## src/hw/rtl/vha_pkg.sv

```systemverilog
package vha_pkg;

    // Grid store size and derived address widths
    localparam int NUM_VOXELS = 16384;
    localparam int ADDR_W     = (NUM_VOXELS > 1) ? $clog2(NUM_VOXELS) : 1;
    localparam int VN_W       = 49;
    localparam logic [VN_W-1:0] NUM_VOXELS_VN = VN_W'(NUM_VOXELS);

    // Field widths
    localparam int CMD_W     = 2;
    localparam int POS_W     = 16;
    localparam int WGT_W     = 24;
    localparam int VN_OUT_W  = 14;
    localparam int CNT_W     = 32;
    localparam int SUM_W     = 48;
    localparam int CFG_W     = 16;
    localparam int CFG_IDX_W = 3;
    localparam int WORD_W    = CNT_W + SUM_W + SUM_W;

    // Command codes
    localparam logic [CMD_W-1:0] CMD_INSERT = 2'd0;
    localparam logic [CMD_W-1:0] CMD_READ   = 2'd1;
    localparam logic [CMD_W-1:0] CMD_CLEAR  = 2'd2;

    // Register indexes
    localparam logic [CFG_IDX_W-1:0] REG_EXT_X  = 3'd0;
    localparam logic [CFG_IDX_W-1:0] REG_EXT_Y  = 3'd1;
    localparam logic [CFG_IDX_W-1:0] REG_EXT_Z  = 3'd2;
    localparam logic [CFG_IDX_W-1:0] REG_SIZE_X = 3'd3;
    localparam logic [CFG_IDX_W-1:0] REG_SIZE_Y = 3'd4;
    localparam logic [CFG_IDX_W-1:0] REG_SIZE_Z = 3'd5;

    // Reset configuration and the grid it implies
    localparam int EXT_X_RST  = 500;
    localparam int EXT_Y_RST  = 500;
    localparam int EXT_Z_RST  = 400;
    localparam int SIZE_X_RST = 10;
    localparam int SIZE_Y_RST = 10;
    localparam int SIZE_Z_RST = 80;
    localparam int NX_RST     = EXT_X_RST / SIZE_X_RST;
    localparam int NY_RST     = EXT_Y_RST / SIZE_Y_RST;
    localparam int NZ_RST     = EXT_Z_RST / SIZE_Z_RST;
    localparam int NXY_RST    = NX_RST * NY_RST;
    localparam int TOTAL_RST  = NXY_RST * NZ_RST;

    // Divider geometry
    localparam int DIV_N_W = 48;
    localparam int DIV_D_W = 32;
    localparam int DIV_S_W = 6;
    localparam logic [DIV_S_W-1:0] GRID_STEPS = 6'd16;
    localparam logic [DIV_S_W-1:0] AXIS_STEPS = 6'd17;
    localparam logic [DIV_S_W-1:0] AVG_STEPS  = 6'd48;

    // Average saturation limits
    localparam logic [DIV_N_W-1:0] AVG_LIM     = 48'h80_0000;
    localparam logic [WGT_W-1:0]   AVG_POS_MAX = 24'h7F_FFFF;
    localparam logic [WGT_W-1:0]   AVG_NEG_MIN = 24'h80_0000;

    // Front/back queue
    localparam int QDEPTH = 2;
    localparam int QPTR_W = (QDEPTH > 1) ? $clog2(QDEPTH) : 1;
    localparam int QCNT_W = $clog2(QDEPTH + 1);

    typedef enum logic [1:0] {
        OP_INSERT,
        OP_READ,
        OP_CLEAR,
        OP_ZERO
    } op_t;

    typedef struct packed {
        op_t                  op;
        logic                 in_range;
        logic [VN_OUT_W-1:0]  vn;
        logic [ADDR_W-1:0]    addr;
        logic [WGT_W-1:0]     weight;
    } qent_t;

    typedef struct packed {
        logic init_busy;
    } back_stat_t;

    typedef struct packed {
        logic                start;
        logic [DIV_S_W-1:0]  steps;
        logic [DIV_N_W-1:0]  dividend;
        logic [DIV_D_W-1:0]  divisor;
    } div_req_t;

    typedef struct packed {
        logic                in_range;
        logic [VN_OUT_W-1:0] vn;
        logic [CNT_W-1:0]    cnt;
        logic [SUM_W-1:0]    ssum;
        logic [SUM_W-1:0]    msum;
        logic [WGT_W-1:0]    avg;
    } res_t;

endpackage

```

## src/hw/rtl/vha_queue.sv

```systemverilog
module vha_queue import vha_pkg::*; (
    input  logic  clk,
    input  logic  rst_n,
    input  logic  wr,
    input  qent_t wdata,
    output logic  full,
    input  logic  rd,
    output qent_t rdata,
    output logic  empty
);

    qent_t             slot_reg [QDEPTH];
    logic [QPTR_W-1:0] wptr_reg;
    logic [QPTR_W-1:0] rptr_reg;
    logic [QCNT_W-1:0] cnt_reg;
    logic              do_wr;
    logic              do_rd;

    assign full  = (cnt_reg == QCNT_W'(QDEPTH));
    assign empty = (cnt_reg == '0);
    assign do_wr = wr && !full;
    assign do_rd = rd && !empty;
    assign rdata = slot_reg[rptr_reg];

    // Advance pointers and fill level
    always_ff @(posedge clk or negedge rst_n)
    begin
        if (!rst_n)
        begin
            wptr_reg <= '0;
            rptr_reg <= '0;
            cnt_reg  <= '0;
        end
        else
        begin
            if (do_wr)
            begin
                wptr_reg <= (wptr_reg == QPTR_W'(QDEPTH - 1)) ? '0 : wptr_reg + 1'b1;
            end
            if (do_rd)
            begin
                rptr_reg <= (rptr_reg == QPTR_W'(QDEPTH - 1)) ? '0 : rptr_reg + 1'b1;
            end
            if (do_wr && !do_rd)
            begin
                cnt_reg <= cnt_reg + 1'b1;
            end
            else if (do_rd && !do_wr)
            begin
                cnt_reg <= cnt_reg - 1'b1;
            end
        end
    end

    // Hold entries
    always_ff @(posedge clk)
    begin
        if (do_wr)
        begin
            slot_reg[wptr_reg] <= wdata;
        end
    end

endmodule

```

## config.mk

```make
export PLATFORM = sky130hd
export DESIGN_NAME = vha_queue
export DESIGN_NICKNAME = d
export VERILOG_FILES = /design/src/hw/rtl/vha_pkg.sv /design/src/hw/rtl/vha_queue.sv
export SDC_FILE = /design/constraint.sdc
export NUM_CORES = 1
export LEC_CHECK = 0
export BUFFER_PORTS_ARGS = -buffer_cell sky130_fd_sc_hd__buf_2
export CORE_MARGIN = 2
export CORE_UTILIZATION = 33
export DETAILED_ROUTE_END_ITERATION = 10
export GPL_TIMING_DRIVEN = 0
export HOLD_SLACK_MARGIN = 0.02
export PLACE_DENSITY = 0.64
export SLEW_MARGIN = 5
export SYNTH_ARGS = -nofsm -noshare
export SYNTH_HDL_FRONTEND = slang
export SYNTH_SLANG_ARGS = --single-unit
```

## constraint.sdc

```tcl
create_clock -name clk -period 7.5 [get_ports clk]
set_input_delay 1.5 -clock clk [delete_from_list [all_inputs] [get_ports clk]]
set_output_delay 1.5 -clock clk [all_outputs]
set_load 0.1 [all_outputs]
```

# Word level (Yosys, flattened, before mapping)
# Memories as Yosys holds them, arrays and structs flattened.
# Index checks and enable logic that the tools add are counted.
# classes
add_sub_neg	4
eq_ne	1
n_mux	6
n_reduce_logical	10
# ops
cell	n
logical AND 1 bit	4
logical NOT 1 bit	4
2-to-1 mux 1 bit	4
2-to-1 mux 2 bit	2
adder 1 bit (second input constant)	2
adder 2 x 1 -> 2 bit (second input constant)	1
== test 2 bit (second input constant)	1
logical NOT 2 bit	1
nonzero test 2 bit	1
subtractor 2 x 1 -> 2 bit (second input constant)	1
# word_totals
ff_bits	4
mem_bits_rw	110
out_inout_bits	57
memories	1
# mem_list
name	depth	word_bits	rd	rd_ports_with_merged_regs	write_ports	line_no	source
slot_reg	2	55	1	0	1	vha_queue.sv:12	qent_t slot_reg [QDEPTH];

# Longest topological paths before layout
# logic_depth
ltp_word	7
ltp_mapped	7

# Worst setup path before layout
# OpenSTA, ideal clock, no wires.
# synth_timing
kind	input -> register
startpoint	input port wr
endpoint	memory slot_reg[0][0] in the netlist's numbering, enable pin
arrival_time_ps	3893
setup_slack_ps	3139
stages	2
path_buffers	0
path_cell_list	nand2_1 nor2_1
# synth_via
elab_chain_len	3
# synth_lines
element	line_no	source
from (decl)	vha_queue.sv:4	input logic wr,
logical AND 1 bit	vha_queue.sv:21	assign do_wr = wr && !full;
2-to-1 mux 1 bit	vha_queue.sv:58	if (do_wr)
2-to-1 mux 1 bit (implied by the code)	vha_queue.sv:60	slot_reg[wptr_reg] <= wdata;
to (decl)	vha_queue.sv:12	
# No other way between the ends.

==> impl_metrics.py <==
metrics = {
    "cts": {
        "cts_sinks": 114,
        "clk_pin_slew_ns": 0.05,
        "htreeDepth": 4,
        "cts_root_buf": "clkbuf_16",
        "clockBufferDepth": 2,
        "cts_resized": 0,
        "cts_buffers": 17,
        "post-cts-setup-buffers": 0,
        "ctsHoldBuffers": 0,
        "clk_latency_ns": 0.40,
        "tritoncts": "built",
    },
    "timing": {
        "fin_hold_ws_ns": 0.521,
        "grt_setup_unrepaired": "false",
        "worstMarginPinSlew_ns": 0.803,
        "fin_crit_ns": 3.25,
        "fin_crit_sh_pct": 43.3,
        "hold_violations": 0,
        "finalSetupTns_ns": 0,
        "setup_viol": 0,
        "drv_slew": 0,
        "clock_skew_ns": 0.00794,
        "relSlewSlack_pct": 46.4,
        "setup_ws_ns": 4.25,
        "fmax_mhz": 308,
    },
    "placed_design": {
        "dpl_worst_slack_ns": 4.65,
        "dpl.hpwl_um": 4890,
        "routabilityCongestion": 0.711,
        "placed_cells": 479,
        "port_buffers": 115,
    },
    "die": {
        "start_util_pct": 34.0,
        "ios": 116,
        "die_w_um": 119,
        "fp.coreArea_um2": 12700,
        "dieArea_um2": 14100,
        "num_rows": 41,
        "die_y_um": 119,
    },
    "global_routing": {
        "grt.total_usage_pct": 11.4,
        "grt-ovfl-total": 0,
        "grt_max_degree": 56,
        "grt_pass1_wl_um": 12000,
        "grtUsageMet3_pct": 5.36,
        "grt_pass1_vias": 2390,
        "gr-usage-met2_pct": 18.5,
        "antenna_found_initial": 0,
        "grt.busiest_layer": "met2",
        "grt_use_met1_pct": 12.6,
    },
    "drt": {
        "ant_nets": 0,
        "via_per_inst": 4.27,
        "drt-total-wl_um": 7560,
        "drcViolationCount": 0,
        "dr.pass1.iters": 4,
        "routedWlPerCell_um": 14.8,
        "drt_iter0_markers": 102,
        "via_count": 2182,
    },
    "layout": {
        "antennaDiodeCount": 0,
        "layout_commonest_cell": "buf_2",
        "drive_above_1_share_pct": 62.2,
        "nets": 386,
        "area_growth_syn_to_layout_pct": 34.9,
        "fin_cells": 511,
        "mostFrequentLayoutCells": "buf_2 (116), edfxtp_1 (110), mux2_4 (40), clkbuf_16 (17), mux2_2 (15)",
        "largest_reg_flops": 110,
    },
    "min_path": {
        "hp-class": "reg2reg",
        "worstHoldPathCells": 1,
    },
    "setup_path": {
        "timing.rr.start": "cnt_reg[0]$_DFFE_PN0P_",
        "cp_max_fo": 10,
        "path_common_cell": "buf_6",
        "crit_path_end_kind": "output port",
        "r2r_end": "slot_reg[0][17]$_DFFE_PP_",
        "max_stage_delay_ns": 0.35,
        "critical_path_arrival_ns": 1.75,
        "worstPathRequired_ns": 6.00,
        "crit_end": "rdata[44]",
        "crit_start": "rptr_reg$_DFFE_PN0P_",
        "critical_path_class": "reg2out",
        "setup.worst_path.start_class": "register",
        "rr_worst_depth": 4,
        "crit_chain": "buf_6, buf_6, mux2_4, buf_2",
        "r2r_slack_ns": 5.66,
        "slowest_stage": "dfrtp_1",
    },
    "logic_synthesis": {
        "synth-seq-cells": 114,
        "syn-num-nets": 250,
        "synth_area_um2": 4330,
        "ys_seq_area_share_pct": 78.6,
        "ys_types": 15,
        "avgSynthCellArea_um2": 22.8,
        "syn_inst": 190,
        "ys_warn_count": 0,
    },
    "job": {
        "cap_violations": 0,
    },
    "status": {
        "outcome": "finished clean",
    },
}
-- Yosys cell counts (all sizes together) --
| cell type | n | share of area [%] |
|---|---|---|
| edfxtp | 110 | 76 |
| mux2 | 55 | 18 |
| buf | 6 | 1.4 |
| dfrtp | 4 | 2.3 |
| nor2 | 3 | 0.26 |
| xnor2 | 3 | 0.61 |
| inv | 2 | 0.17 |
| xor2 | 2 | 0.40 |
| and3 | 1 | 0.14 |
| ha | 1 | 0.29 |
| nand2 | 1 | 0.087 |
| nand2b | 1 | 0.14 |
| o21ai | 1 | 0.12 |
-- layout make-up --
cell class	count	area, µm²
Fill cell	1152	6880
Inverter	2	7.51
Clock buffer	22	484
Timing Repair Buffer	117	623
Clock inverter	10	178
Multi-Input combinational cell	68	871
Tap cell	172	215
Buffer	6	61.3
Sequential cell	114	3400
-- routing by layer --
metal	vias to the layer above	wire, µm	share of wire, %
met5	-	0	0
met4	0	97	1.3
met2	78	3810	50
met1	1071	3170	42
met3	10	485	6.4
li1	1023	-	-
-- through the flow --
stage | area (µm²) | utilization [%]
floorplan | 4330 | -
global placement | 5120 | 40.3
detailed placement | 5180 | 40.7
CTS | 5840 | 45.9
global route | 5840 | 45.9
finish | 5840 | 45.9
-- worst min-delay path by stage --
stage                                start                endpoint  slack (ns)
detailed placement  cnt_reg[1]$_DFFE_PN0P_  cnt_reg[1]$_DFFE_PN0P_        0.51
floorplan             wptr_reg$_DFFE_PN0P_    wptr_reg$_DFFE_PN0P_        0.46
finish              cnt_reg[1]$_DFFE_PN0P_  cnt_reg[1]$_DFFE_PN0P_        0.52
global route        cnt_reg[1]$_DFFE_PN0P_  cnt_reg[1]$_DFFE_PN0P_        0.55
CTS                 cnt_reg[1]$_DFFE_PN0P_  cnt_reg[1]$_DFFE_PN0P_        0.52
global placement      wptr_reg$_DFFE_PN0P_    wptr_reg$_DFFE_PN0P_        0.48
-- cell families (layout without fill, tap and decap cells) --
logic type	after synthesis	in the layout	synth area share [%]
fa+ha+maj	1	1	0.289
flops	114	114	78.6
xor+xnor	5	5	1.01
compound gates	1	1	0.115
simple gates	6	6	0.636
mux	55	55	17.8
buf+inv	8	157	1.59
-- critical path, delay by kind of cell, from the launching register on --
kind / cells / cell delay (ns)
buffers and inverters: 3 / 0.67
flip-flops: 1 / 0.35
multiplexers: 1 / 0.32
Power is not shown: default switching activity piles up to over one toggle a cycle in this logic, so the estimate is an artifact.
